===== src/hdl/pinned_lru_page_table_defines.svh =====
// Assertion macros shared by the page table RTL.
// Depends on nothing; included by the modules that carry assertions.
`ifndef PINNED_LRU_PAGE_TABLE_DEFINES_SVH
`define PINNED_LRU_PAGE_TABLE_DEFINES_SVH

// Property that must hold at every clock edge outside reset.
`define PLT_ASSERT_ALWAYS(label, clk, rst_n, prop, msg) \
    label: assert property (@(posedge clk) disable iff (!rst_n) (prop)) else $error(msg);

// Consequence that must hold in the cycle where the condition is true.
`define PLT_ASSERT_WHEN(label, clk, rst_n, cond, prop, msg) \
    label: assert property (@(posedge clk) disable iff (!rst_n) (cond) |-> (prop)) \
        else $error(msg);

`endif


===== src/hdl/plt_pkg.sv =====
// Types and codes of the pinned LRU page table.
// Depends on nothing; used by the interfaces, the cell and the top level.
`timescale 1ns / 1ps
`default_nettype none

package plt_pkg;

    // Operation codes of a request.
    localparam logic [2:0] OP_LOCK         = 3'd0;
    localparam logic [2:0] OP_UNLOCK       = 3'd1;
    localparam logic [2:0] OP_MARK_DIRTY   = 3'd2;
    localparam logic [2:0] OP_MARK_VALID   = 3'd3;
    localparam logic [2:0] OP_WRITTEN_BACK = 3'd4;

    // Status codes of a response.
    localparam logic [2:0] ST_OK            = 3'd0;
    localparam logic [2:0] ST_TABLE_FULL    = 3'd1;
    localparam logic [2:0] ST_NOT_PRESENT   = 3'd2;
    localparam logic [2:0] ST_LOCK_OVERFLOW = 3'd3;
    localparam logic [2:0] ST_NOT_LOCKED    = 3'd4;

    localparam int PAGE_W = 31;
    localparam int OP_W   = 3;

    // Command broadcast to the row of cells.
    typedef enum logic [3:0] {
        CELL_NOP,
        CELL_MATCH,
        CELL_CREATE,
        CELL_TO_FRONT,
        CELL_LOCK_INC,
        CELL_UNLOCK_DEC,
        CELL_DROP_CLEAN,
        CELL_DROP_DIRTY,
        CELL_MARK_DIRTY,
        CELL_MARK_VALID,
        CELL_WRITE_BACK,
        CELL_EVICT
    } t_cell_op;

    // Sequencer states.
    typedef enum logic [2:0] {
        S_IDLE,
        S_SEARCH,
        S_DECIDE,
        S_APPLY,
        S_EVICT,
        S_DONE
    } t_state;

    // Flags a cell reports to the sequencer.
    typedef struct packed {
        logic hit;
        logic first_free;
        logic hit_dirty;
        logic hit_valid;
        logic tail;
    } t_cell_flags;

endpackage

`default_nettype wire


===== src/hdl/plt_cell.sv =====
// One slot of the page table: tag, lock count, marks and recency rank.
// Depends on plt_pkg; instantiated in a row by pinned_lru_page_table.
`timescale 1ns / 1ps
`default_nettype none

module plt_cell #(
    parameter int SLOT_W = 6,
    parameter int LOCK_W = 8
) (
    input  wire                          i_clk,
    input  wire                          i_rst_n,
    input  wire  plt_pkg::t_cell_op      i_cmd,
    input  wire                          i_sel,
    input  wire  [plt_pkg::PAGE_W-1:0]   i_page,
    input  wire  [SLOT_W-1:0]            i_rank,
    input  wire  [SLOT_W-1:0]            i_tail_rank,
    input  wire                          i_free_in,
    output logic                         o_free_out,
    output plt_pkg::t_cell_flags         o_flags,
    output logic [LOCK_W-1:0]            o_hit_locks,
    output logic [LOCK_W-1:0]            o_tail_locks,
    output logic [SLOT_W-1:0]            o_hit_rank
);

    logic                       r_in_use;
    logic                       r_hit;
    logic                       r_first_free;
    logic [plt_pkg::PAGE_W-1:0] r_page;
    logic [LOCK_W-1:0]          r_locks;
    logic                       r_valid;
    logic                       r_dirty;
    logic [SLOT_W-1:0]          r_rank;
    logic                       w_clean;
    logic                       w_tail;

    assign w_clean = r_in_use && !r_dirty;
    assign w_tail  = w_clean && (r_rank == i_tail_rank);

    // A free slot is passed down the row so only the lowest one claims it.
    assign o_free_out = i_free_in || !r_in_use;

    // Flags and values seen by the sequencer.
    always_comb begin
        o_flags.hit        = r_hit;
        o_flags.first_free = r_first_free;
        o_flags.hit_dirty  = r_hit && r_dirty;
        o_flags.hit_valid  = r_hit && r_valid;
        o_flags.tail       = w_tail;
        o_hit_locks        = r_hit ? r_locks : '0;
        o_tail_locks       = w_tail ? r_locks : '0;
        o_hit_rank         = r_hit ? r_rank : '0;
    end

    // Control bits of the slot.
    always_ff @(posedge i_clk) begin
        if (!i_rst_n) begin
            r_in_use     <= 1'b0;
            r_hit        <= 1'b0;
            r_first_free <= 1'b0;
        end else begin
            unique case (i_cmd)
                plt_pkg::CELL_MATCH: begin
                    r_hit        <= r_in_use && (r_page == i_page);
                    r_first_free <= !r_in_use && !i_free_in;
                end
                plt_pkg::CELL_CREATE: begin
                    if (i_sel) r_in_use <= 1'b1;
                end
                plt_pkg::CELL_DROP_CLEAN, plt_pkg::CELL_DROP_DIRTY,
                plt_pkg::CELL_EVICT: begin
                    if (i_sel) r_in_use <= 1'b0;
                end
                default: begin
                end
            endcase
        end
    end

    // Slot contents and recency rank.
    always_ff @(posedge i_clk) begin
        unique case (i_cmd)
            plt_pkg::CELL_CREATE: begin
                if (i_sel) begin
                    r_page  <= i_page;
                    r_locks <= LOCK_W'(1);
                    r_valid <= 1'b0;
                    r_dirty <= 1'b0;
                    r_rank  <= '0;
                end else if (w_clean) begin
                    r_rank <= r_rank + SLOT_W'(1);
                end
            end
            plt_pkg::CELL_TO_FRONT: begin
                if (i_sel) begin
                    r_rank  <= '0;
                    r_locks <= r_locks + LOCK_W'(1);
                end else if (w_clean && r_rank < i_rank) begin
                    r_rank <= r_rank + SLOT_W'(1);
                end
            end
            plt_pkg::CELL_LOCK_INC: begin
                if (i_sel) r_locks <= r_locks + LOCK_W'(1);
            end
            plt_pkg::CELL_UNLOCK_DEC: begin
                if (i_sel) r_locks <= r_locks - LOCK_W'(1);
            end
            plt_pkg::CELL_DROP_CLEAN, plt_pkg::CELL_MARK_DIRTY: begin
                if (i_sel) begin
                    if (i_cmd == plt_pkg::CELL_MARK_DIRTY) r_dirty <= 1'b1;
                end else if (w_clean && r_rank > i_rank) begin
                    r_rank <= r_rank - SLOT_W'(1);
                end
            end
            plt_pkg::CELL_MARK_VALID: begin
                if (i_sel) r_valid <= 1'b1;
            end
            plt_pkg::CELL_WRITE_BACK: begin
                if (i_sel) begin
                    r_dirty <= 1'b0;
                    r_rank  <= '0;
                end else if (w_clean) begin
                    r_rank <= r_rank + SLOT_W'(1);
                end
            end
            default: begin
            end
        endcase
    end

endmodule

`default_nettype wire


===== config.mk =====
export PLATFORM = sky130hd
export DESIGN_NAME = plt_cell
export DESIGN_NICKNAME = d
export VERILOG_FILES = /design/src/hdl/pinned_lru_page_table_defines.svh /design/src/hdl/plt_pkg.sv /design/src/hdl/plt_cell.sv
export SDC_FILE = /design/constraint.sdc
export NUM_CORES = 1
export LEC_CHECK = 0
export ABC_AREA = 0
export BUFFER_PORTS_ARGS = -buffer_cell sky130_fd_sc_hd__buf_2
export CAP_MARGIN = 40
export CORE_ASPECT_RATIO = 0.6
export CORE_MARGIN = 5
export CORE_UTILIZATION = 40
export CTS_BUF_LIST = sky130_fd_sc_hd__clkbuf_8 sky130_fd_sc_hd__clkbuf_16
export DETAILED_ROUTE_END_ITERATION = 8
export PLACE_DENSITY = 0.75
export SLEW_MARGIN = 20
export SYNTH_ARGS = -nofsm -noshare
export SYNTH_HDL_FRONTEND = slang
export SYNTH_SLANG_ARGS = --single-unit

===== constraint.sdc =====
create_clock -name i_clk -period 6 [get_ports i_clk]
set_input_delay 0 -clock i_clk [delete_from_list [all_inputs] [get_ports i_clk]]
set_output_delay 0 -clock i_clk [all_outputs]
set_load 0.005 [all_outputs]

==> metrics.md, run 1 <==
| Metric | Value |
|---|---|
| Outcome | `complete, no violations` |
| Worst path max stage delay | `0.55 ns` |
| Clk pwr share | `37.8%` |
| Internal power | `650 µW` |
| Register area | `1470 µm²` |
| Iter 0 DRT Violations | `97` |
| Clock skew | `0.00309 ns` |
| Crit path capture type | `register` |
| FILL cells | `664` |
| Max cap viols | `0` |
| Mapped Area | `3040 µm²` |
| Met2 WL | `3190 µm` |
| Core Area | `7330 µm²` |
| H-tree levels | `2` |
| Post-synthesis cell count | `272` |
| Sequential Power Share | `48.6%` |
| Post-CTS Setup Bufs | `0` |
| RSZ-0062 raised after global routing | `false` |
| Unique cell type count in the Yosys netlist | `50` |
| Sw Share | `22.5%` |
| Ys flop type | `edfxtp_1` |
| Worst Setup SP | `r_rank[3]` |
| Routed Antenna Nets | `0` |
| Worst setup SP type | `register` |
| Pleak | `0.00172 µW` |
| Die X | `123 µm` |
| Hold_ws | `0.0466 ns` |
| Die Y | `77.5 µm` |
| Initial core utilization | `41.5%` |
| Power Density | `210 nW/µm²` |
| Vias in the first global route | `2432` |
| Area of the multi-input gates | `1450 µm²` |
| Maximum clock rate | `0.378 GHz` |
| First-pass GRT wire length | `11800 µm` |
| Critical Path Stages | `7` |
| Gr usage total | `15.5%` |
| Routed WL per cell | `14.8 µm` |
| Post-synth net total | `338` |
| Arr. time, crit path | `2.64 ns` |
| CTS Buf Count | `5` |
| Ant. Diodes | `0` |
| WP data required | `5.99 ns` |
| Clock transition at path regs | `0.07 ns` |
| Crit path time final | `2.65 ns` |
| Top-area cell type share of the netlist area | `46.4%` |
| TritonCTS clock tree | `built` |
| Cell taking the most area after synthesis | `edfxtp_1` |
| Fin Setup TNS | `0 ns` |
| Share of layout cells above drive strength 1 | `24.9%` |
| Vias per cell | `4.84` |
| Slew HR | `46.4%` |
| Cell family with most CP delay | `compound AO/OA/AOI/OAI gates` |
| Register area share after synthesis | `48.4%` |
| GR Overflow Total | `0` |
| Antenna violations before repair | `1` |
| Largest net degree at the start of global routing | `34` |
| Sw Pwr | `188 µW` |
| Die footprint | `9500 µm²` |
| Synth top cells by count | `47 x edfxtp_1, 37 x xor2_1, 24 x and2_1` |
| CP max-delay cell | `edfxtp_1` |
| Clk buf depth | `2` |
| Max Slew Vio Count | `0` |
| Clock Tree Root | `clkbuf_16` |
| Clock Sinks | `50` |
| Flops & latches, synth | `50` |
| WL met1 | `3500 µm` |
| Synth async-reset ratio | `0%` |
| FF-to-FF End | `r_rank[0]` |
| Reg2reg setup slack | `3.35 ns` |
| Post-DP HPWL | `5200 µm` |
| Worst Hold Class | `in2reg` |
| DR WL met3 | `313 µm` |
| Final hold violation count | `0` |
| FF-to-FF path depth | `7` |
| IO Port Bufs | `78` |
| Top post-synthesis cells by area | `edfxtp_1 46%, xor2_1 11%, ha_1 5.8%` |
| EDFF count, synth | `47` |
| Critical path, cell by cell | `ha_1 -> a21o_1 -> a21o_1 -> a221oi_1 -> mux2i_1 -> a311oi_1 -> clkbuf_2` |
| Top sig layer | `met5` |
| VDD IR-drop max | `0.000137 V` |
| CP Class | `reg2reg` |
| Logic pwr share | `13.6%` |
| Drt pass-1 iters | `4` |
| Worst Setup EP | `r_rank[0]` |
| Most used cell, CP | `a21o_1` |
| Syn avg cell area | `11.2 µm²` |
| WL final | `7110 µm` |
| Via count | `2333` |
| Maximum fanout along the worst path | `11` |
| Period utilization | `44.1%` |
| Skew-Pair Late Insertion Delay | `0.29 ns` |
| DRC Markers | `0` |
| Synth-to-layout area growth | `31.2%` |
| Top-count cell post-synth | `edfxtp_1` |
| RePlAce Congestion | `0.859` |
| Setup violators final | `0` |
| CP bufs+invs | `1` |
| Row cnt | `24` |
| Top-Level Pins | `79` |
| Hold depth | `4` |
| Worst r2r src | `r_rank[3]` |
| Net total in the final layout | `443` |
| Worst-Margin Slew | `0.802 ns` |
| Synth warn | `0` |
## worst min-delay path by stage
stage / startpoint / endpoint / slack, ns
floorplan: i_free_in / o_free_out / 0.09
global placement: i_page[28] / r_page[28] / 0.20
detailed placement: i_page[9] / r_page[9] / 0.21
CTS: i_free_in / r_first_free / 0.04
global route: i_free_in / r_first_free / 0.06
finish: i_free_in / r_first_free / 0.05
## cell usage in the layout (no fill, tap or decap), drive strengths merged, types with 4 or more instances in the layout
master and instances:
a21o 10, a21oi 7, and2 24, buf 79
clkbuf 6, dlygate4sd3 32, edfxtp 47, ha 14
inv 14, nand2 12, nand2b 4, nand3 6
nor2 8, nor2b 5, nor3 8, nor4 8
o21ai 8, o22ai 4, xnor2 9, xor2 37
## logic make-up (layout without fill, tap and decap cells)
kind of cell	Yosys count	after routing	share of synthesized area, %
DFF	50	50	48.4
adders and majority gates	15	15	6.42
AOI/OAI and AO/OA	40	40	8.72
buffers and inverters	27	133	4.07
muxes	3	3	0.988
and+or+nand+nor	91	91	18.1
xor gates and xnor gates	46	46	13.3
## sequential cells by signal, summed over array words and instances, names as in the netlist
| name | count |
|---|---|
| r_page | 31 |
| r_locks | 8 |
| r_rank | 6 |
| r_dirty | 1 |
| r_first_free | 1 |
| r_hit | 1 |
| r_in_use | 1 |
| r_valid | 1 |
## worst register-to-register path, cell delays in order (launching register included)
cell,delay (ns)
edfxtp_1,0.55
ha_1,0.36
a21o_1,0.16
a21o_1,0.17
a221oi_1,0.35
mux2i_1,0.13
a311oi_1,0.37
clkbuf_2,0.25
## routing by layer
metal / GRT usage [%] / vias to the layer above
met4: 3.69 / 2
met5: 0 / -
met2: 24.3 / 48
met1: 21.5 / 1089
met3: 4.14 / 11
li1: - / 1183
## power by group through the flow
stage | sequential (µW) | clock [µW] | combinational (µW)
2_1_floorplan | 406 | 0 | 68.7
3_3_place_gp | 414 | 0 | 93.6
3_5_place_dp | 415 | 0 | 96.8
4_1_cts | 407 | 327 | 114
5_1_grt | 409 | 339 | 128
6_report | 407 | 317 | 114
## stage by stage
| step | power, µW | setup WS [ns] | utilization [%] | area [µm²] | instances |
|---|---|---|---|---|---|
| after CTS | 848 | 3.14 | 54.4 | 3990 | 481 |
| after global routing | 876 | 3.28 | 54.5 | 3990 | 482 |
| after detailed placement | 512 | 3.14 | 47.7 | 3500 | 441 |
| after floorplan | 475 | 2.52 | - | 3040 | 272 |
| final | 838 | 3.35 | 54.5 | 3990 | 482 |
| after global placement | 508 | 3.25 | 47.7 | 3500 | 441 |
## area by class of cell
class	count	share of cell area [%]
Clock buffer	5	3.14
Clock inverter	3	1.03
Inverter	13	1.22
Multi-Input combinational cell	195	36.3
Sequential cell	50	36.9
Tap cell	104	3.26
Timing Repair Buffer	112	18.1
## timing repair
action / in CTS / in global routing
hold endpoints to repair: 34 / 0
resized for setup: 0 / 0
hold buffers: 32 / 0
Note: power is estimated with default switching activity, not from simulation.
==> inputs of run 2 (changes only) <==
==> constraint.sdc (replaced) <==
create_clock -name i_clk -period 2.5 [get_ports i_clk]
set_input_delay 0 -clock i_clk [delete_from_list [all_inputs] [get_ports i_clk]]
set_output_delay 0 -clock i_clk [all_outputs]
set_load 0.005 [all_outputs]
==> run 2 against run 1 <==
  * Register-to-register slack worse by 3.0 ns
  * Sequential power increased by 140%
  * Cell count is 1.5% higher
  * Hold slack got worse by 0.0057 ns
  * Final area up 1.5%
  * Combinational power grew to 2.7 times the previous value
==> metrics.md, run 2 (synthesized netlist as in run 1, its figures left out) <==
| Metric | Value |
|---|---|
| Vias per cell | `4.90` |
| WP data required | `2.51 ns` |
| Area after DPL | `3560 µm²` |
| First-pass GRT wire length | `11900 µm` |
| Clock transition at path regs | `0.07 ns` |
| Top sig layer | `met5` |
| Worst-Margin Slew | `0.682 ns` |
| Most common cell after layout, fill and taps aside | `buf_2` |
| Fin cells | `489` |
| Logic pwr share | `15.0%` |
| Most frequent cells in the layout | `78 x buf_2, 47 x edfxtp_1, 37 x xor2_1` |
| CP bufs+invs | `1` |
| Net total in the final layout | `450` |
| Ant. Diodes | `0` |
| Synth-to-layout area growth | `33.3%` |
| Top-Level Pins | `79` |
| Via count | `2398` |
| Largest net degree at the start of global routing | `19` |
| Iter 0 DRT Violations | `179` |
| Clock skew | `0.00381 ns` |
| Clk buf depth | `2` |
| Power Density | `504 nW/µm²` |
| Period utilization | `87.2%` |
| Gr usage total | `15.8%` |
| IO Port Bufs | `78` |
| Routed WL per cell | `15.3 µm` |
| Fin Setup TNS | `0 ns` |
| Row cnt | `24` |
| Top Registers | `r_page (31), r_locks (8), r_rank (6)` |
| Crit path time final | `2.18 ns` |
| GR Overflow Total | `0` |
| Worst Hold Class | `in2reg` |
| RSZ-0062 raised after global routing | `false` |
| Outcome | `complete, no violations` |
| Cell family with most CP delay | `compound AO/OA/AOI/OAI gates` |
| Die footprint | `9500 µm²` |
| Maximum fanout along the worst path | `6` |
| Sw Share | `23.2%` |
| Met2 WL | `3630 µm` |
| WL met1 | `3460 µm` |
| Maximum clock rate | `0.459 GHz` |
| RePlAce Congestion | `0.844` |
| Hold EP | `r_first_free` |
| Post-route cell area | `4050 µm²` |
| WL final | `7470 µm` |
| Reg2reg setup slack | `0.32 ns` |
| TritonCTS clock tree | `built` |
| CTS Buf Count | `5` |
| DRC Markers | `0` |
| Post-DP HPWL | `5400 µm` |
| Pleak | `0.00176 µW` |
| Antenna violations before repair | `1` |
| Final hold violation count | `0` |
| Die X | `123 µm` |
| VDD IR-drop max | `0.000277 V` |
| Most used cell, CP | `a21o_1` |
| Clk pwr share | `38.0%` |
| Critical path, cell by cell | `ha_1 -> a21o_1 -> a21o_1 -> a221oi_1 -> mux2i_1 -> a311oi_1 -> buf_4` |
| Sequential Power Share | `47.0%` |
| DR WL met3 | `350 µm` |
| Internal power | `1570 µW` |
| Vias in the first global route | `2484` |
| Clock Sinks | `50` |
| Final worst-path setup slack | `0.320 ns` |
| Clock Tree Root | `clkbuf_16` |
| Worst path max stage delay | `0.39 ns` |
| H-tree levels | `2` |
| Hold Crit Start | `i_free_in` |
| FF-to-FF End | `r_rank[0]` |
| Core Area | `7330 µm²` |
| Sw Pwr | `473 µW` |
| Largest register FFs | `31` |
| Hold depth | `4` |
| Max Slew Vio Count | `0` |
| Dpl ws | `0.272 ns` |
| Worst r2r src | `r_rank[3]` |
| Routed Antenna Nets | `0` |
| Worst setup SP type | `register` |
| Cell total after placement | `449` |
| CP Class | `reg2reg` |
| Share of layout cells above drive strength 1 | `26.2%` |
| CP max-delay cell | `edfxtp_1` |
| Arr. time, crit path | `2.19 ns` |
| Initial core utilization | `41.5%` |
| FF-to-FF path depth | `7` |
| Biggest register | `r_page` |
| Die Y | `77.5 µm` |
| Setup violators final | `0` |
| Slew HR | `54.2%` |
| Skew-Pair Late Insertion Delay | `0.29 ns` |
| Drt pass-1 iters | `4` |
| Crit path capture type | `register` |
| Max cap viols | `0` |
run 2: changes by cell type in the layout (fill, tap and decap cells not counted):
cell,before,now
buf_4,1,9
nor3b_4,0,1
clkbuf_2,1,0
nor3b_2,1,0
run 2: tightest hold or removal path, stage by stage:
cell and delay, ns:
buf_2 0.09, nor3_1 0.04, a21oi_1 0.11, nor2b_1 0.05
run 2: what timing repair did:
item,4_1_cts,5_1_grt
hold buffers,32,0
buffers inserted,0,0
resized for setup,0,0
hold endpoints to repair,33,0
run 2: power groups by stage:
stage	Clock (µW)	Combinational [µW]	Sequential [µW]
finish	777	306	961
global route	823	341	963
CTS	791	305	961
detailed placement	0	264	979
global placement	0	256	977
floorplan	0	165	975
run 2: routing by layer:
| metal | vias up | track usage, % |
|---|---|---|
| met4 | 2 | 1.68 |
| met5 | - | 0 |
| met2 | 57 | 26.5 |
| met3 | 8 | 5.16 |
| met1 | 1136 | 20.7 |
| li1 | 1195 | - |
run 2: layout make-up:
| type | count | area (µm²) |
|---|---|---|
| flip-flops and latches | 50 | 1470 |
| repair buffers | 119 | 778 |
| clock buffers | 5 | 125 |
| fillers | 677 | 3280 |
| well taps | 104 | 130 |
| multi-input cells | 195 | 1460 |
| inverters | 13 | 48.8 |
| clock inverters | 3 | 41.3 |
run 2: metrics by stage:
step / hold slack, ns / total power [µW] / utilization [%]
floorplan: 0.0907 / 1140 / -
global placement: 0.203 / 1230 / 48.7
detailed placement: 0.205 / 1240 / 48.7
CTS: 0.0329 / 2060 / 55.3
global route: 0.0611 / 2130 / 55.3
finish: 0.0409 / 2040 / 55.3
run 2: worst max-delay path by stage:
stage                          from    endpoint  slack [ns]  depth (start not counted)
final                     r_rank[3]   r_rank[0]        0.32                          7
after global routing      r_rank[3]   r_rank[5]        0.19                          7
after global placement    r_rank[3]   r_rank[4]        0.33                          7
after detailed placement   i_cmd[2]  r_locks[6]        0.27                         11
after CTS                 r_rank[3]   r_rank[0]        0.30                          7
after floorplan           r_rank[3]   r_rank[0]        0.11                          6
